## src/sv/sts_pkg.sv

```systemverilog
// Package for the s-expression token scanner: token codes, character codes,
// limits and the token and run records passed between the scanner stages.
// No dependencies.
package sts_pkg;

  typedef enum logic [3:0] {
    TK_LPAREN     = 4'd0,
    TK_RPAREN     = 4'd1,
    TK_QUOTE      = 4'd2,
    TK_QUASIQUOTE = 4'd3,
    TK_UNQUOTE    = 4'd4,
    TK_DQUOTE     = 4'd5,
    TK_NUMBER     = 4'd6,
    TK_ATOM_CHAR  = 4'd7,
    TK_ATOM_END   = 4'd8,
    TK_EOF        = 4'd9
  } token_kind_e;

  localparam logic [7:0] CH_LPAREN    = 8'h28;
  localparam logic [7:0] CH_RPAREN    = 8'h29;
  localparam logic [7:0] CH_QUOTE     = 8'h27;
  localparam logic [7:0] CH_BACKQUOTE = 8'h60;
  localparam logic [7:0] CH_COMMA     = 8'h2C;
  localparam logic [7:0] CH_DQUOTE    = 8'h22;
  localparam logic [7:0] CH_MINUS     = 8'h2D;
  localparam logic [7:0] CH_DOT       = 8'h2E;
  localparam logic [7:0] CH_SPACE     = 8'h20;
  localparam logic [7:0] CH_TAB       = 8'h09;
  localparam logic [7:0] CH_LF        = 8'h0A;
  localparam logic [7:0] CH_VT        = 8'h0B;
  localparam logic [7:0] CH_FF        = 8'h0C;
  localparam logic [7:0] CH_CR        = 8'h0D;
  localparam logic [7:0] CH_ZERO      = 8'h30;
  localparam logic [7:0] CH_NINE      = 8'h39;

  localparam logic [7:0]  ATOM_MAX         = 8'd127;
  localparam logic [5:0]  NUMBER_MAX_CHARS = 6'd63;
  localparam logic [5:0]  COUNT6_MAX       = 6'd63;
  localparam logic [47:0] MANT_MAX         = 48'hFFFF_FFFF_FFFF;
  localparam logic [15:0] DEPTH_MAX        = 16'h7FFF;
  localparam logic [15:0] DEPTH_MIN        = 16'h8000;

  typedef struct packed {
    token_kind_e kind;
    logic [47:0] mantissa;
    logic        negative;
    logic [5:0]  frac;
    logic [7:0]  abyte;
    logic        afirst;
    logic [7:0]  alen;
    logic        atrunc;
    logic [15:0] depth;
  } tok_t;

  typedef struct packed {
    logic [1:0]      count;
    tok_t [2:0]      tok;
  } run_t;

endpackage

```

## src/sv/sts_in_if.sv

```systemverilog
// Input channel of the s-expression token scanner: one character item.
// Depends on sts_pkg.
interface sts_in_if import sts_pkg::*; ();
  logic       valid;
  logic       ready;
  logic [7:0] in_byte;
  logic       end_of_input;

  modport source (output valid, output in_byte, output end_of_input, input ready);
  modport sink (input valid, input in_byte, input end_of_input, output ready);
endinterface

```

## src/sv/sts_out_if.sv

```systemverilog
// Output channel of the s-expression token scanner: one token item.
// Depends on sts_pkg.
interface sts_out_if import sts_pkg::*; ();
  logic               valid;
  logic               ready;
  token_kind_e        token_kind;
  logic [47:0]        number_mantissa;
  logic               number_negative;
  logic [5:0]         fraction_digits;
  logic [7:0]         atom_byte;
  logic               atom_first;
  logic [7:0]         atom_length;
  logic               atom_truncated;
  logic signed [15:0] paren_depth;
  logic               last_of_run;

  modport source (
    output valid, output token_kind, output number_mantissa, output number_negative,
    output fraction_digits, output atom_byte, output atom_first, output atom_length,
    output atom_truncated, output paren_depth, output last_of_run, input ready
  );
  modport sink (
    input valid, input token_kind, input number_mantissa, input number_negative,
    input fraction_digits, input atom_byte, input atom_first, input atom_length,
    input atom_truncated, input paren_depth, input last_of_run, output ready
  );
endinterface

```

## src/sv/sexpr_token_scanner.sv

```systemverilog
// S-expression token scanner: takes one character item per cycle and gives
// Lisp tokens, one item per cycle, each carrying the paren depth after it.
// Depends on sts_pkg, sts_in_if, sts_out_if, sts_front, sts_queue, sts_back.
//
// The front end accepts a character in every cycle in which its run queue has
// room, and one character causes zero to three tokens. The output port delivers
// one token per cycle while ready, so a stream runs at one character per cycle
// as long as it averages at most one token per character; otherwise the output
// port sets the pace and the queue of QUEUE_DEPTH runs absorbs bursts. A token
// passes through the run queue and the serializer's run register on its way out.
module sexpr_token_scanner import sts_pkg::*; #(
  parameter int unsigned QUEUE_DEPTH = 4
) (
  input  logic      clk_i,
  input  logic      rst_ni,
  sts_in_if.sink    in_i,
  sts_out_if.source out_o
);

  logic push_valid, push_ready;
  run_t push_run;
  logic pop_valid, pop_ready;
  run_t pop_run;

  sts_front u_front (
    .clk_i        (clk_i),
    .rst_ni       (rst_ni),
    .in_i         (in_i),
    .push_valid_o (push_valid),
    .push_run_o   (push_run),
    .push_ready_i (push_ready)
  );

  sts_queue #(
    .DEPTH (QUEUE_DEPTH)
  ) u_queue (
    .clk_i        (clk_i),
    .rst_ni       (rst_ni),
    .push_valid_i (push_valid),
    .push_run_i   (push_run),
    .push_ready_o (push_ready),
    .pop_valid_o  (pop_valid),
    .pop_run_o    (pop_run),
    .pop_ready_i  (pop_ready)
  );

  sts_back u_back (
    .clk_i       (clk_i),
    .rst_ni      (rst_ni),
    .pop_valid_i (pop_valid),
    .pop_run_i   (pop_run),
    .pop_ready_o (pop_ready),
    .out_o       (out_o)
  );

endmodule

```

## src/sv/sts_front.sv

```systemverilog
// Scanner front end: accepts one character item per cycle while the queue has room,
// updates the lexer state and pushes its run of up to three tokens. Needs sts_pkg.
module sts_front import sts_pkg::*; (
  input  logic  clk_i,
  input  logic  rst_ni,
  sts_in_if.sink in_i,
  output logic  push_valid_o,
  output run_t  push_run_o,
  input  logic  push_ready_i
);

  typedef enum logic [1:0] {
    MODE_IDLE   = 2'd0,
    MODE_NUMBER = 2'd1,
    MODE_ATOM   = 2'd2,
    MODE_MINUS  = 2'd3
  } mode_e;

  typedef struct packed {
    mode_e       mode;
    logic [47:0] mant;
    logic        sign;
    logic [1:0]  dots;
    logic [5:0]  frac;
    logic [5:0]  nchars;
    logic [7:0]  acount;
    logic        aovf;
  } scan_t;

  typedef struct packed {
    scan_t       s;
    logic [15:0] depth;
    run_t        r;
  } ctx_t;

  localparam scan_t SCAN_CLEAR = '0;

  function automatic tok_t tok_plain(token_kind_e k, logic [15:0] d);
    tok_t t;
    t       = '0;
    t.kind  = k;
    t.depth = d;
    return t;
  endfunction

  function automatic ctx_t emit(ctx_t c, tok_t t);
    ctx_t x;
    x = c;
    if (x.r.count < 2'd3) begin
      x.r.tok[x.r.count] = t;
      x.r.count          = x.r.count + 2'd1;
    end
    return x;
  endfunction

  function automatic logic is_ws(logic [7:0] ch);
    return ch inside {CH_SPACE, CH_TAB, CH_LF, CH_VT, CH_FF, CH_CR};
  endfunction

  function automatic logic is_digit(logic [7:0] ch);
    return ch inside {[CH_ZERO:CH_NINE]};
  endfunction

  function automatic ctx_t emit_number(ctx_t c);
    ctx_t x;
    tok_t t;
    x          = c;
    t          = tok_plain(TK_NUMBER, x.depth);
    t.mantissa = x.s.mant;
    t.negative = x.s.sign;
    t.frac     = x.s.frac;
    x          = emit(x, t);
    x.s        = SCAN_CLEAR;
    return x;
  endfunction

  function automatic ctx_t emit_atom_end(ctx_t c);
    ctx_t x;
    tok_t t;
    x        = c;
    t        = tok_plain(TK_ATOM_END, x.depth);
    t.alen   = x.s.acount;
    t.atrunc = x.s.aovf;
    x        = emit(x, t);
    x.s      = SCAN_CLEAR;
    return x;
  endfunction

  function automatic ctx_t atom_add(ctx_t c, logic [7:0] ch);
    ctx_t x;
    tok_t t;
    x = c;
    t = tok_plain(TK_ATOM_CHAR, x.depth);
    if (x.s.acount < ATOM_MAX) begin
      t.abyte    = ch;
      t.afirst   = (x.s.acount == 8'd0);
      x          = emit(x, t);
      x.s.acount = x.s.acount + 8'd1;
    end else begin
      x.s.aovf = 1'b1;
    end
    return x;
  endfunction

  function automatic ctx_t number_add(ctx_t c, logic [7:0] ch);
    ctx_t        x;
    logic [51:0] v;
    x = c;
    v = ({4'd0, x.s.mant} << 3) + ({4'd0, x.s.mant} << 1) + {48'd0, ch[3:0]};
    if (ch == CH_DOT) begin
      if (x.s.dots < 2'd2) x.s.dots = x.s.dots + 2'd1;
    end else if (x.s.dots < 2'd2) begin
      if (x.s.mant != MANT_MAX) begin
        if (v[51:48] != 4'd0) begin
          x.s.mant = MANT_MAX;
        end else begin
          x.s.mant = v[47:0];
          if (x.s.dots == 2'd1 && x.s.frac < COUNT6_MAX) x.s.frac = x.s.frac + 6'd1;
        end
      end
    end
    if (x.s.nchars < COUNT6_MAX) x.s.nchars = x.s.nchars + 6'd1;
    if (x.s.nchars >= NUMBER_MAX_CHARS) x = emit_number(x);
    return x;
  endfunction

  function automatic ctx_t scan_idle(ctx_t c, logic [7:0] ch);
    ctx_t x;
    x = c;
    if (!is_ws(ch)) begin
      case (ch)
        CH_LPAREN: begin
          if (x.depth != DEPTH_MAX) x.depth = x.depth + 16'd1;
          x = emit(x, tok_plain(TK_LPAREN, x.depth));
        end
        CH_RPAREN: begin
          if (x.depth != DEPTH_MIN) x.depth = x.depth - 16'd1;
          x = emit(x, tok_plain(TK_RPAREN, x.depth));
        end
        CH_QUOTE:     x = emit(x, tok_plain(TK_QUOTE, x.depth));
        CH_BACKQUOTE: x = emit(x, tok_plain(TK_QUASIQUOTE, x.depth));
        CH_COMMA:     x = emit(x, tok_plain(TK_UNQUOTE, x.depth));
        CH_DQUOTE:    x = emit(x, tok_plain(TK_DQUOTE, x.depth));
        CH_MINUS:     x.s.mode = MODE_MINUS;
        default: begin
          x.s = SCAN_CLEAR;
          if (is_digit(ch)) begin
            x.s.mode = MODE_NUMBER;
            x        = number_add(x, ch);
          end else begin
            x.s.mode = MODE_ATOM;
            x        = atom_add(x, ch);
          end
        end
      endcase
    end
    return x;
  endfunction

  scan_t       scan_q;
  logic [15:0] depth_q;
  ctx_t        ctx;
  logic        done;
  logic        accept;

  always_comb begin
    ctx.s     = scan_q;
    ctx.depth = depth_q;
    ctx.r     = '0;
    done      = 1'b0;
    if (in_i.end_of_input) begin
      case (scan_q.mode)
        MODE_NUMBER: ctx = emit_number(ctx);
        MODE_ATOM:   ctx = emit_atom_end(ctx);
        MODE_MINUS: begin
          ctx.s = SCAN_CLEAR;
          ctx   = atom_add(ctx, CH_MINUS);
          ctx   = emit_atom_end(ctx);
        end
        default: ;
      endcase
      ctx.s = SCAN_CLEAR;
      ctx   = emit(ctx, tok_plain(TK_EOF, ctx.depth));
    end else begin
      if (scan_q.mode == MODE_MINUS) begin
        ctx.s = SCAN_CLEAR;
        if (is_digit(in_i.in_byte)) begin
          ctx.s.mode   = MODE_NUMBER;
          ctx.s.sign   = 1'b1;
          ctx.s.nchars = 6'd1;
        end else begin
          ctx.s.mode = MODE_ATOM;
          ctx        = atom_add(ctx, CH_MINUS);
        end
      end
      if (ctx.s.mode == MODE_NUMBER) begin
        if (is_digit(in_i.in_byte) || in_i.in_byte == CH_DOT) begin
          ctx  = number_add(ctx, in_i.in_byte);
          done = 1'b1;
        end else begin
          ctx = emit_number(ctx);
        end
      end else if (ctx.s.mode == MODE_ATOM) begin
        if (!is_ws(in_i.in_byte) && in_i.in_byte != CH_RPAREN) begin
          ctx  = atom_add(ctx, in_i.in_byte);
          done = 1'b1;
        end else begin
          ctx = emit_atom_end(ctx);
        end
      end
      if (!done) ctx = scan_idle(ctx, in_i.in_byte);
    end
  end

  assign in_i.ready   = push_ready_i;
  assign accept       = in_i.valid && push_ready_i;
  assign push_valid_o = accept && (ctx.r.count != 2'd0);
  assign push_run_o   = ctx.r;

  always_ff @(posedge clk_i or negedge rst_ni) begin
    if (!rst_ni) begin
      scan_q  <= SCAN_CLEAR;
      depth_q <= '0;
    end else if (accept) begin
      scan_q  <= ctx.s;
      depth_q <= ctx.depth;
    end
  end

endmodule

```

## src/sv/sts_queue.sv

```systemverilog
// Run queue between the scanner front end and the token serializer.
// Depends on sts_pkg.
module sts_queue import sts_pkg::*; #(
  parameter int unsigned DEPTH = 4
) (
  input  logic clk_i,
  input  logic rst_ni,
  input  logic push_valid_i,
  input  run_t push_run_i,
  output logic push_ready_o,
  output logic pop_valid_o,
  output run_t pop_run_o,
  input  logic pop_ready_i
);

  localparam int unsigned PTR_W = (DEPTH > 1) ? $clog2(DEPTH) : 1;
  localparam int unsigned CNT_W = $clog2(DEPTH + 1);
  localparam logic [PTR_W-1:0] PTR_LAST = PTR_W'(DEPTH - 1);
  localparam logic [CNT_W-1:0] CNT_FULL = CNT_W'(DEPTH);

  run_t             mem_q [DEPTH];
  logic [PTR_W-1:0] wptr_q, rptr_q;
  logic [CNT_W-1:0] cnt_q;
  logic             push, pop;

  assign push_ready_o = (cnt_q != CNT_FULL);
  assign pop_valid_o  = (cnt_q != '0);
  assign pop_run_o    = mem_q[rptr_q];
  assign push         = push_valid_i && push_ready_o;
  assign pop          = pop_valid_o && pop_ready_i;

  always_ff @(posedge clk_i) begin
    if (push) begin
      mem_q[wptr_q] <= push_run_i;
    end
  end

  always_ff @(posedge clk_i or negedge rst_ni) begin
    if (!rst_ni) begin
      wptr_q <= '0;
      rptr_q <= '0;
      cnt_q  <= '0;
    end else begin
      if (push) begin
        wptr_q <= (wptr_q == PTR_LAST) ? '0 : wptr_q + PTR_W'(1);
      end
      if (pop) begin
        rptr_q <= (rptr_q == PTR_LAST) ? '0 : rptr_q + PTR_W'(1);
      end
      if (push && !pop) begin
        cnt_q <= cnt_q + CNT_W'(1);
      end else if (pop && !push) begin
        cnt_q <= cnt_q - CNT_W'(1);
      end
    end
  end

endmodule

```

## src/sv/sts_back.sv

```systemverilog
// Token serializer: holds one run in a register and presents its tokens one
// item per cycle on the output channel while it is ready. Depends on sts_pkg.
module sts_back import sts_pkg::*; (
  input  logic       clk_i,
  input  logic       rst_ni,
  input  logic       pop_valid_i,
  input  run_t       pop_run_i,
  output logic       pop_ready_o,
  sts_out_if.source  out_o
);

  run_t       run_q;
  logic [1:0] idx_q;
  logic       have_q;
  logic       last;
  logic       take;
  tok_t       tok;

  assign tok  = run_q.tok[idx_q];
  assign last = (idx_q == run_q.count - 2'd1);
  assign take = have_q && out_o.ready;
  assign pop_ready_o = !have_q || (take && last);

  assign out_o.valid           = have_q;
  assign out_o.token_kind      = tok.kind;
  assign out_o.number_mantissa = tok.mantissa;
  assign out_o.number_negative = tok.negative;
  assign out_o.fraction_digits = tok.frac;
  assign out_o.atom_byte       = tok.abyte;
  assign out_o.atom_first      = tok.afirst;
  assign out_o.atom_length     = tok.alen;
  assign out_o.atom_truncated  = tok.atrunc;
  assign out_o.paren_depth     = tok.depth;
  assign out_o.last_of_run     = last;

  always_ff @(posedge clk_i) begin
    if (pop_valid_i && pop_ready_o) begin
      run_q <= pop_run_i;
    end
  end

  always_ff @(posedge clk_i or negedge rst_ni) begin
    if (!rst_ni) begin
      have_q <= 1'b0;
      idx_q  <= '0;
    end else if (pop_valid_i && pop_ready_o) begin
      have_q <= 1'b1;
      idx_q  <= '0;
    end else if (take && last) begin
      have_q <= 1'b0;
    end else if (take) begin
      idx_q <= idx_q + 2'd1;
    end
  end

endmodule

```

## src/flat_wrapper.sv

```systemverilog
// flat-port wrapper written by rule: the top's interface ports become plain ports
module sexpr_token_scanner_flat import sts_pkg::*;
#(
  parameter int unsigned QUEUE_DEPTH = 4
)
  (clk_i, rst_ni, in_i_valid, in_i_in_byte, in_i_end_of_input, in_i_ready, out_o_valid, out_o_token_kind, out_o_number_mantissa, out_o_number_negative, out_o_fraction_digits, out_o_atom_byte, out_o_atom_first, out_o_atom_length, out_o_atom_truncated, out_o_paren_depth, out_o_last_of_run, out_o_ready);
  sts_in_if in_i_i ();
  sts_out_if out_o_i ();
  input  logic clk_i;
  input  logic rst_ni;
  input wire logic [$bits(in_i_i.valid)-1:0] in_i_valid;
  input wire logic [$bits(in_i_i.in_byte)-1:0] in_i_in_byte;
  input wire logic [$bits(in_i_i.end_of_input)-1:0] in_i_end_of_input;
  output wire logic [$bits(in_i_i.ready)-1:0] in_i_ready;
  output wire logic [$bits(out_o_i.valid)-1:0] out_o_valid;
  output wire logic [$bits(out_o_i.token_kind)-1:0] out_o_token_kind;
  output wire logic [$bits(out_o_i.number_mantissa)-1:0] out_o_number_mantissa;
  output wire logic [$bits(out_o_i.number_negative)-1:0] out_o_number_negative;
  output wire logic [$bits(out_o_i.fraction_digits)-1:0] out_o_fraction_digits;
  output wire logic [$bits(out_o_i.atom_byte)-1:0] out_o_atom_byte;
  output wire logic [$bits(out_o_i.atom_first)-1:0] out_o_atom_first;
  output wire logic [$bits(out_o_i.atom_length)-1:0] out_o_atom_length;
  output wire logic [$bits(out_o_i.atom_truncated)-1:0] out_o_atom_truncated;
  output wire logic [$bits(out_o_i.paren_depth)-1:0] out_o_paren_depth;
  output wire logic [$bits(out_o_i.last_of_run)-1:0] out_o_last_of_run;
  input wire logic [$bits(out_o_i.ready)-1:0] out_o_ready;
  assign in_i_i.valid = in_i_valid;
  assign in_i_i.in_byte = in_i_in_byte;
  assign in_i_i.end_of_input = in_i_end_of_input;
  assign in_i_ready = in_i_i.ready;
  assign out_o_valid = out_o_i.valid;
  assign out_o_token_kind = out_o_i.token_kind;
  assign out_o_number_mantissa = out_o_i.number_mantissa;
  assign out_o_number_negative = out_o_i.number_negative;
  assign out_o_fraction_digits = out_o_i.fraction_digits;
  assign out_o_atom_byte = out_o_i.atom_byte;
  assign out_o_atom_first = out_o_i.atom_first;
  assign out_o_atom_length = out_o_i.atom_length;
  assign out_o_atom_truncated = out_o_i.atom_truncated;
  assign out_o_paren_depth = out_o_i.paren_depth;
  assign out_o_last_of_run = out_o_i.last_of_run;
  assign out_o_i.ready = out_o_ready;
  sexpr_token_scanner #(.QUEUE_DEPTH(QUEUE_DEPTH)) u_core (.clk_i(clk_i), .rst_ni(rst_ni), .in_i(in_i_i), .out_o(out_o_i));
endmodule
```

## config.mk

```make
export PLATFORM = sky130hd
export DESIGN_NAME = sexpr_token_scanner_flat
export DESIGN_NICKNAME = d
export VERILOG_FILES = /design/src/sv/sts_pkg.sv /design/src/sv/sts_in_if.sv /design/src/sv/sts_out_if.sv /design/src/sv/sexpr_token_scanner.sv /design/src/sv/sts_front.sv /design/src/sv/sts_queue.sv /design/src/sv/sts_back.sv /design/src/flat_wrapper.sv
export SDC_FILE = /design/constraint.sdc
export NUM_CORES = 2
export LEC_CHECK = 0
export ABC_CLOCK_PERIOD_IN_PS = 13900
export BUFFER_PORTS_ARGS = -buffer_cell sky130_fd_sc_hd__buf_2
export CAP_MARGIN = 20
export CELL_PAD_IN_SITES_DETAIL_PLACEMENT = 1
export CELL_PAD_IN_SITES_GLOBAL_PLACEMENT = 1
export CORE_UTILIZATION = 34
export CTS_BUF_LIST = sky130_fd_sc_hd__clkbuf_16
export DETAILED_ROUTE_END_ITERATION = 8
export PLACE_DENSITY = 0.54
export SLEW_MARGIN = 20
export SYNTH_ARGS = -nofsm -noshare
export SYNTH_HDL_FRONTEND = slang
export SYNTH_SLANG_ARGS = --single-unit
```

## constraint.sdc

```tcl
create_clock -name clk_i -period 13.9 [get_ports clk_i]
set_input_delay 2.78 -clock clk_i [delete_from_list [all_inputs] [get_ports clk_i]]
set_output_delay 2.78 -clock clk_i [all_outputs]
set_load 0.1 [all_outputs]
```

==> results.toml <==
[clocking]
path_clk_slew_ns = 0.06
cts_buffers = 133
cts_num_sinks = 1185
cts_setup_buffers = 0
cts_hold_buf = 0
cts_tree = "done"
cts_resized = 0
clk_latency_ns = 0.78
htree_levels = 4
cts_buffer_depth = 3
root_buffer = "clkbuf_16"

[synth]
syn-cell-area_mm2 = 0.0526
synth_edf_count = 1085
ys.flop_type = "edfxtp_1"
synthDistinctLibCells = 83
yosysWarnings = 0
ys_seq_area_share_pct = 66.7
synthArstFlopShare_pct = 8.44
yosysTopAreaCellShare_pct = 61.9
yosys-top-cells-area = "edfxtp_1 (62%), mux4_2 (9.3%), dfrtp_1 (4.8%)"
synth_area_per_cell_um2 = 15.0
yosysTopAreaCell = "edfxtp_1"
syn_inst = 3504
ys_ff_latch = 1185

[sta]
setup_viol = 0
timing.final.ws_setup_ns = 5.54
worst_slew_pin_slew_ns = 1.07
slew_headroom_pct = 28.7
period_share_pct = 60.2
final-hold-violation-count = 0
fin_worst_skew_ns = 0.0341
fin_crit_ns = 8.36
tns_ns = 0
rsz0062_at_grt = "no"
drv_slew = 0
max_clock_freq_ghz = 0.120

[grt]
antenna_found_initial = 5
grt_usage_pct = 18.4
gr-total-overflow = 0
grt_pass1_vias = 33300
grt_pass1_wl_mm = 217
grt_start_max_net_pins = 113

[pwr]
p_switching_mw = 5.07
peakVddDrop_mv = 0.149
p_per_area_mw_per_mm2 = 219
p_seq_share_pct = 39.9
p_sw_share_pct = 38.1
combPwrFrac_pct = 34.6
p_clk_share_pct = 25.5
cell_internal_pwr_mw = 8.24
leakagePower_nw = 21.6

[hold_path]
min-delay-start = "u_core.u_front.scan_q[22]"
hold_path.class = "flip-flop to flip-flop"

[cells_and_area]
diodes = 0
final_cell_mix = "edfxtp_1 (1085), conb_1 (296), nand2_1 (279), o21ai_0 (241), mux4_2 (217)"
fin_util_pct = 39.8
final_layout_size_suffix_gt1_share_pct = 15.8
area_delta_synth_final_pct = 15.6
num-nets-final = 4019
layout_commonest_cell = "edfxtp_1"
final_area_mm2 = 0.0608

[floorplan]
die_x_um = 395
rows = 143
pin_count = 109
coreArea_mm2 = 0.153
dieArea_mm2 = 0.156
initial_utilization_pct = 34.4
chipHeight_um = 395

[detailed_routing]
vias = 31100
first_pass_iters = 7
routed_via_density = 5.17
drtIter0Drc = 1886
wirelength_mm = 143
antenna_left = 0
drc = 0
wl_per_cell_um = 23.7

[setup_path]
crit_start = "in_i_in_byte[1]"
cp_slowest_cell = "buf_4"
crit_path_end_kind = "flip-flop"
required_ns = 14.28
crit_chain = "buf_2 > o21ai_0 > a31oi_1 > inv_1 > ha_1 > nand3_1 > or3_1 > xnor2_1 > nand4_1 > ha_1 > o21ai_0 > a21oi_1 > a221oi_1 > nand2_1 > nor3_1 > a311oi_2 > and2_4 > buf_4 > buf_12"
rr_startpoint = "u_core.u_front.scan_q[73]"
worstSetupPathType = "primary input to flip-flop"
cp_num_buf_inv = 4
critPathTopFamily = "simple AND/OR/NAND/NOR gates"
cp.arrival_ns = 8.74
worstPathMaxFanout = 111
crit_path_max_incr_delay_ns = 0.59
crit_path_start_kind = "primary input"

[placement]
dpl_cell_area_mm2 = 0.0566
dp_slack_ns = 4.80
gp_congestion = 0.824
numPortBuffers = 108
dp_hpwl_mm = 90.3

[flow_run]
drv_cap = 0

[run_status]
status = "completed"
## path summary, 6_finish.rpt
path                                                endpoint  slack (ns)  cells after the start
worst max-delay path            u_core.u_queue.mem_q[0][166]        5.54                     19
min in group asynchronous          u_core.u_front.scan_q[52]        1.95                      1
worst min register to register     u_core.u_front.scan_q[22]        0.49                      2
worst min-delay path               u_core.u_front.scan_q[22]        0.49                      2
max in group asynchronous           u_core.u_queue.rptr_q[1]       10.16                      3
worst max register to register   u_core.u_queue.mem_q[1][70]        6.66                     19
## power groups by stage
stage                     Combinational (mW)  Sequential [mW]  Clock [mW]
after floorplan                         3.50             5.38           0
after global placement                  4.70             5.37           0
after detailed placement                4.73             5.40           0
after CTS                               4.73             5.33        3.51
after global routing                    4.92             5.39        3.62
final                                   4.60             5.31        3.40
## synthesized netlist by cell type, drive strengths merged (25+ instances only)
cell type,number
nand3,48
nand2,281
edfxtp,1085
o211ai,29
xnor2,48
mux2i,96
nor3,52
o31ai,25
and2,26
inv,46
a22o,28
dfrtp,100
clkbuf,162
a21oi,178
nor2,211
o21ai,248
ha,113
nor2b,66
nand4,37
buf,51
mux4,217
## logic make-up (layout without fill, tap and decap cells)
kind of cell	Yosys count	after routing	synth area share, %
and+or+nand+nor	829	829	7.49
AOI/OAI and AO/OA	717	717	8.57
xor gates and xnor gates	70	70	1.17
other	1	296	0.00713
adders and majority gates	115	115	2.76
DFF	1185	1185	66.7
muxes	327	327	11.4
buffers and inverters	260	456	1.88
## registers in the layout, summed over array words and instances, names as in the netlist
name,cells
u_core.u_front.depth_q,16
u_core.u_back.run_q,217
u_core.u_front.scan_q,74
u_core.u_queue.cnt_q,3
u_core.u_back.out_o.valid,1
u_core.u_queue.rptr_q,2
u_core.u_queue.wptr_q,2
u_core.u_queue.mem_q,868
u_core.u_back.idx_q,2
## area by class of cell
cell class	count	area, um2
clock buffer	141	3530
clock inverter	98	679
timing repair buffer	170	1070
inverter	47	176
multi-input combinational	2354	17700
sequential	1185	35100
tap	2030	2540
fill	15600	92000
## worst reg2reg max path, delay by kind of cell (launching register included)
family / cells / cell delay [ns]
simple gates: 5 / 1.60
compound gates: 6 / 1.97
fa+ha+maj: 4 / 1.36
flops: 1 / 0.49
buf+inv: 4 / 1.54
## per-layer routing
layer | GRT usage, % | up-vias | share of wire [%]
li1 | - | 14300 | -
met1 | 25.7 | 16100 | 47
met2 | 29.7 | 546 | 48
met3 | 2.80 | 198 | 3.5
met4 | 5.33 | 0 | 2.1
met5 | 0 | - | 0
## per-stage QoR
stage          std cells  total power [mW]  hold WS (ns)
6_report            6025              13.3         0.491
5_1_grt             6025              13.9         0.532
4_1_cts             6025              13.6         0.497
3_5_place_dp        5786              10.1         0.484
3_3_place_gp        5786              10.1         0.476
2_1_floorplan       3799              8.88         0.442
Power figures use the tool's default switching activity.
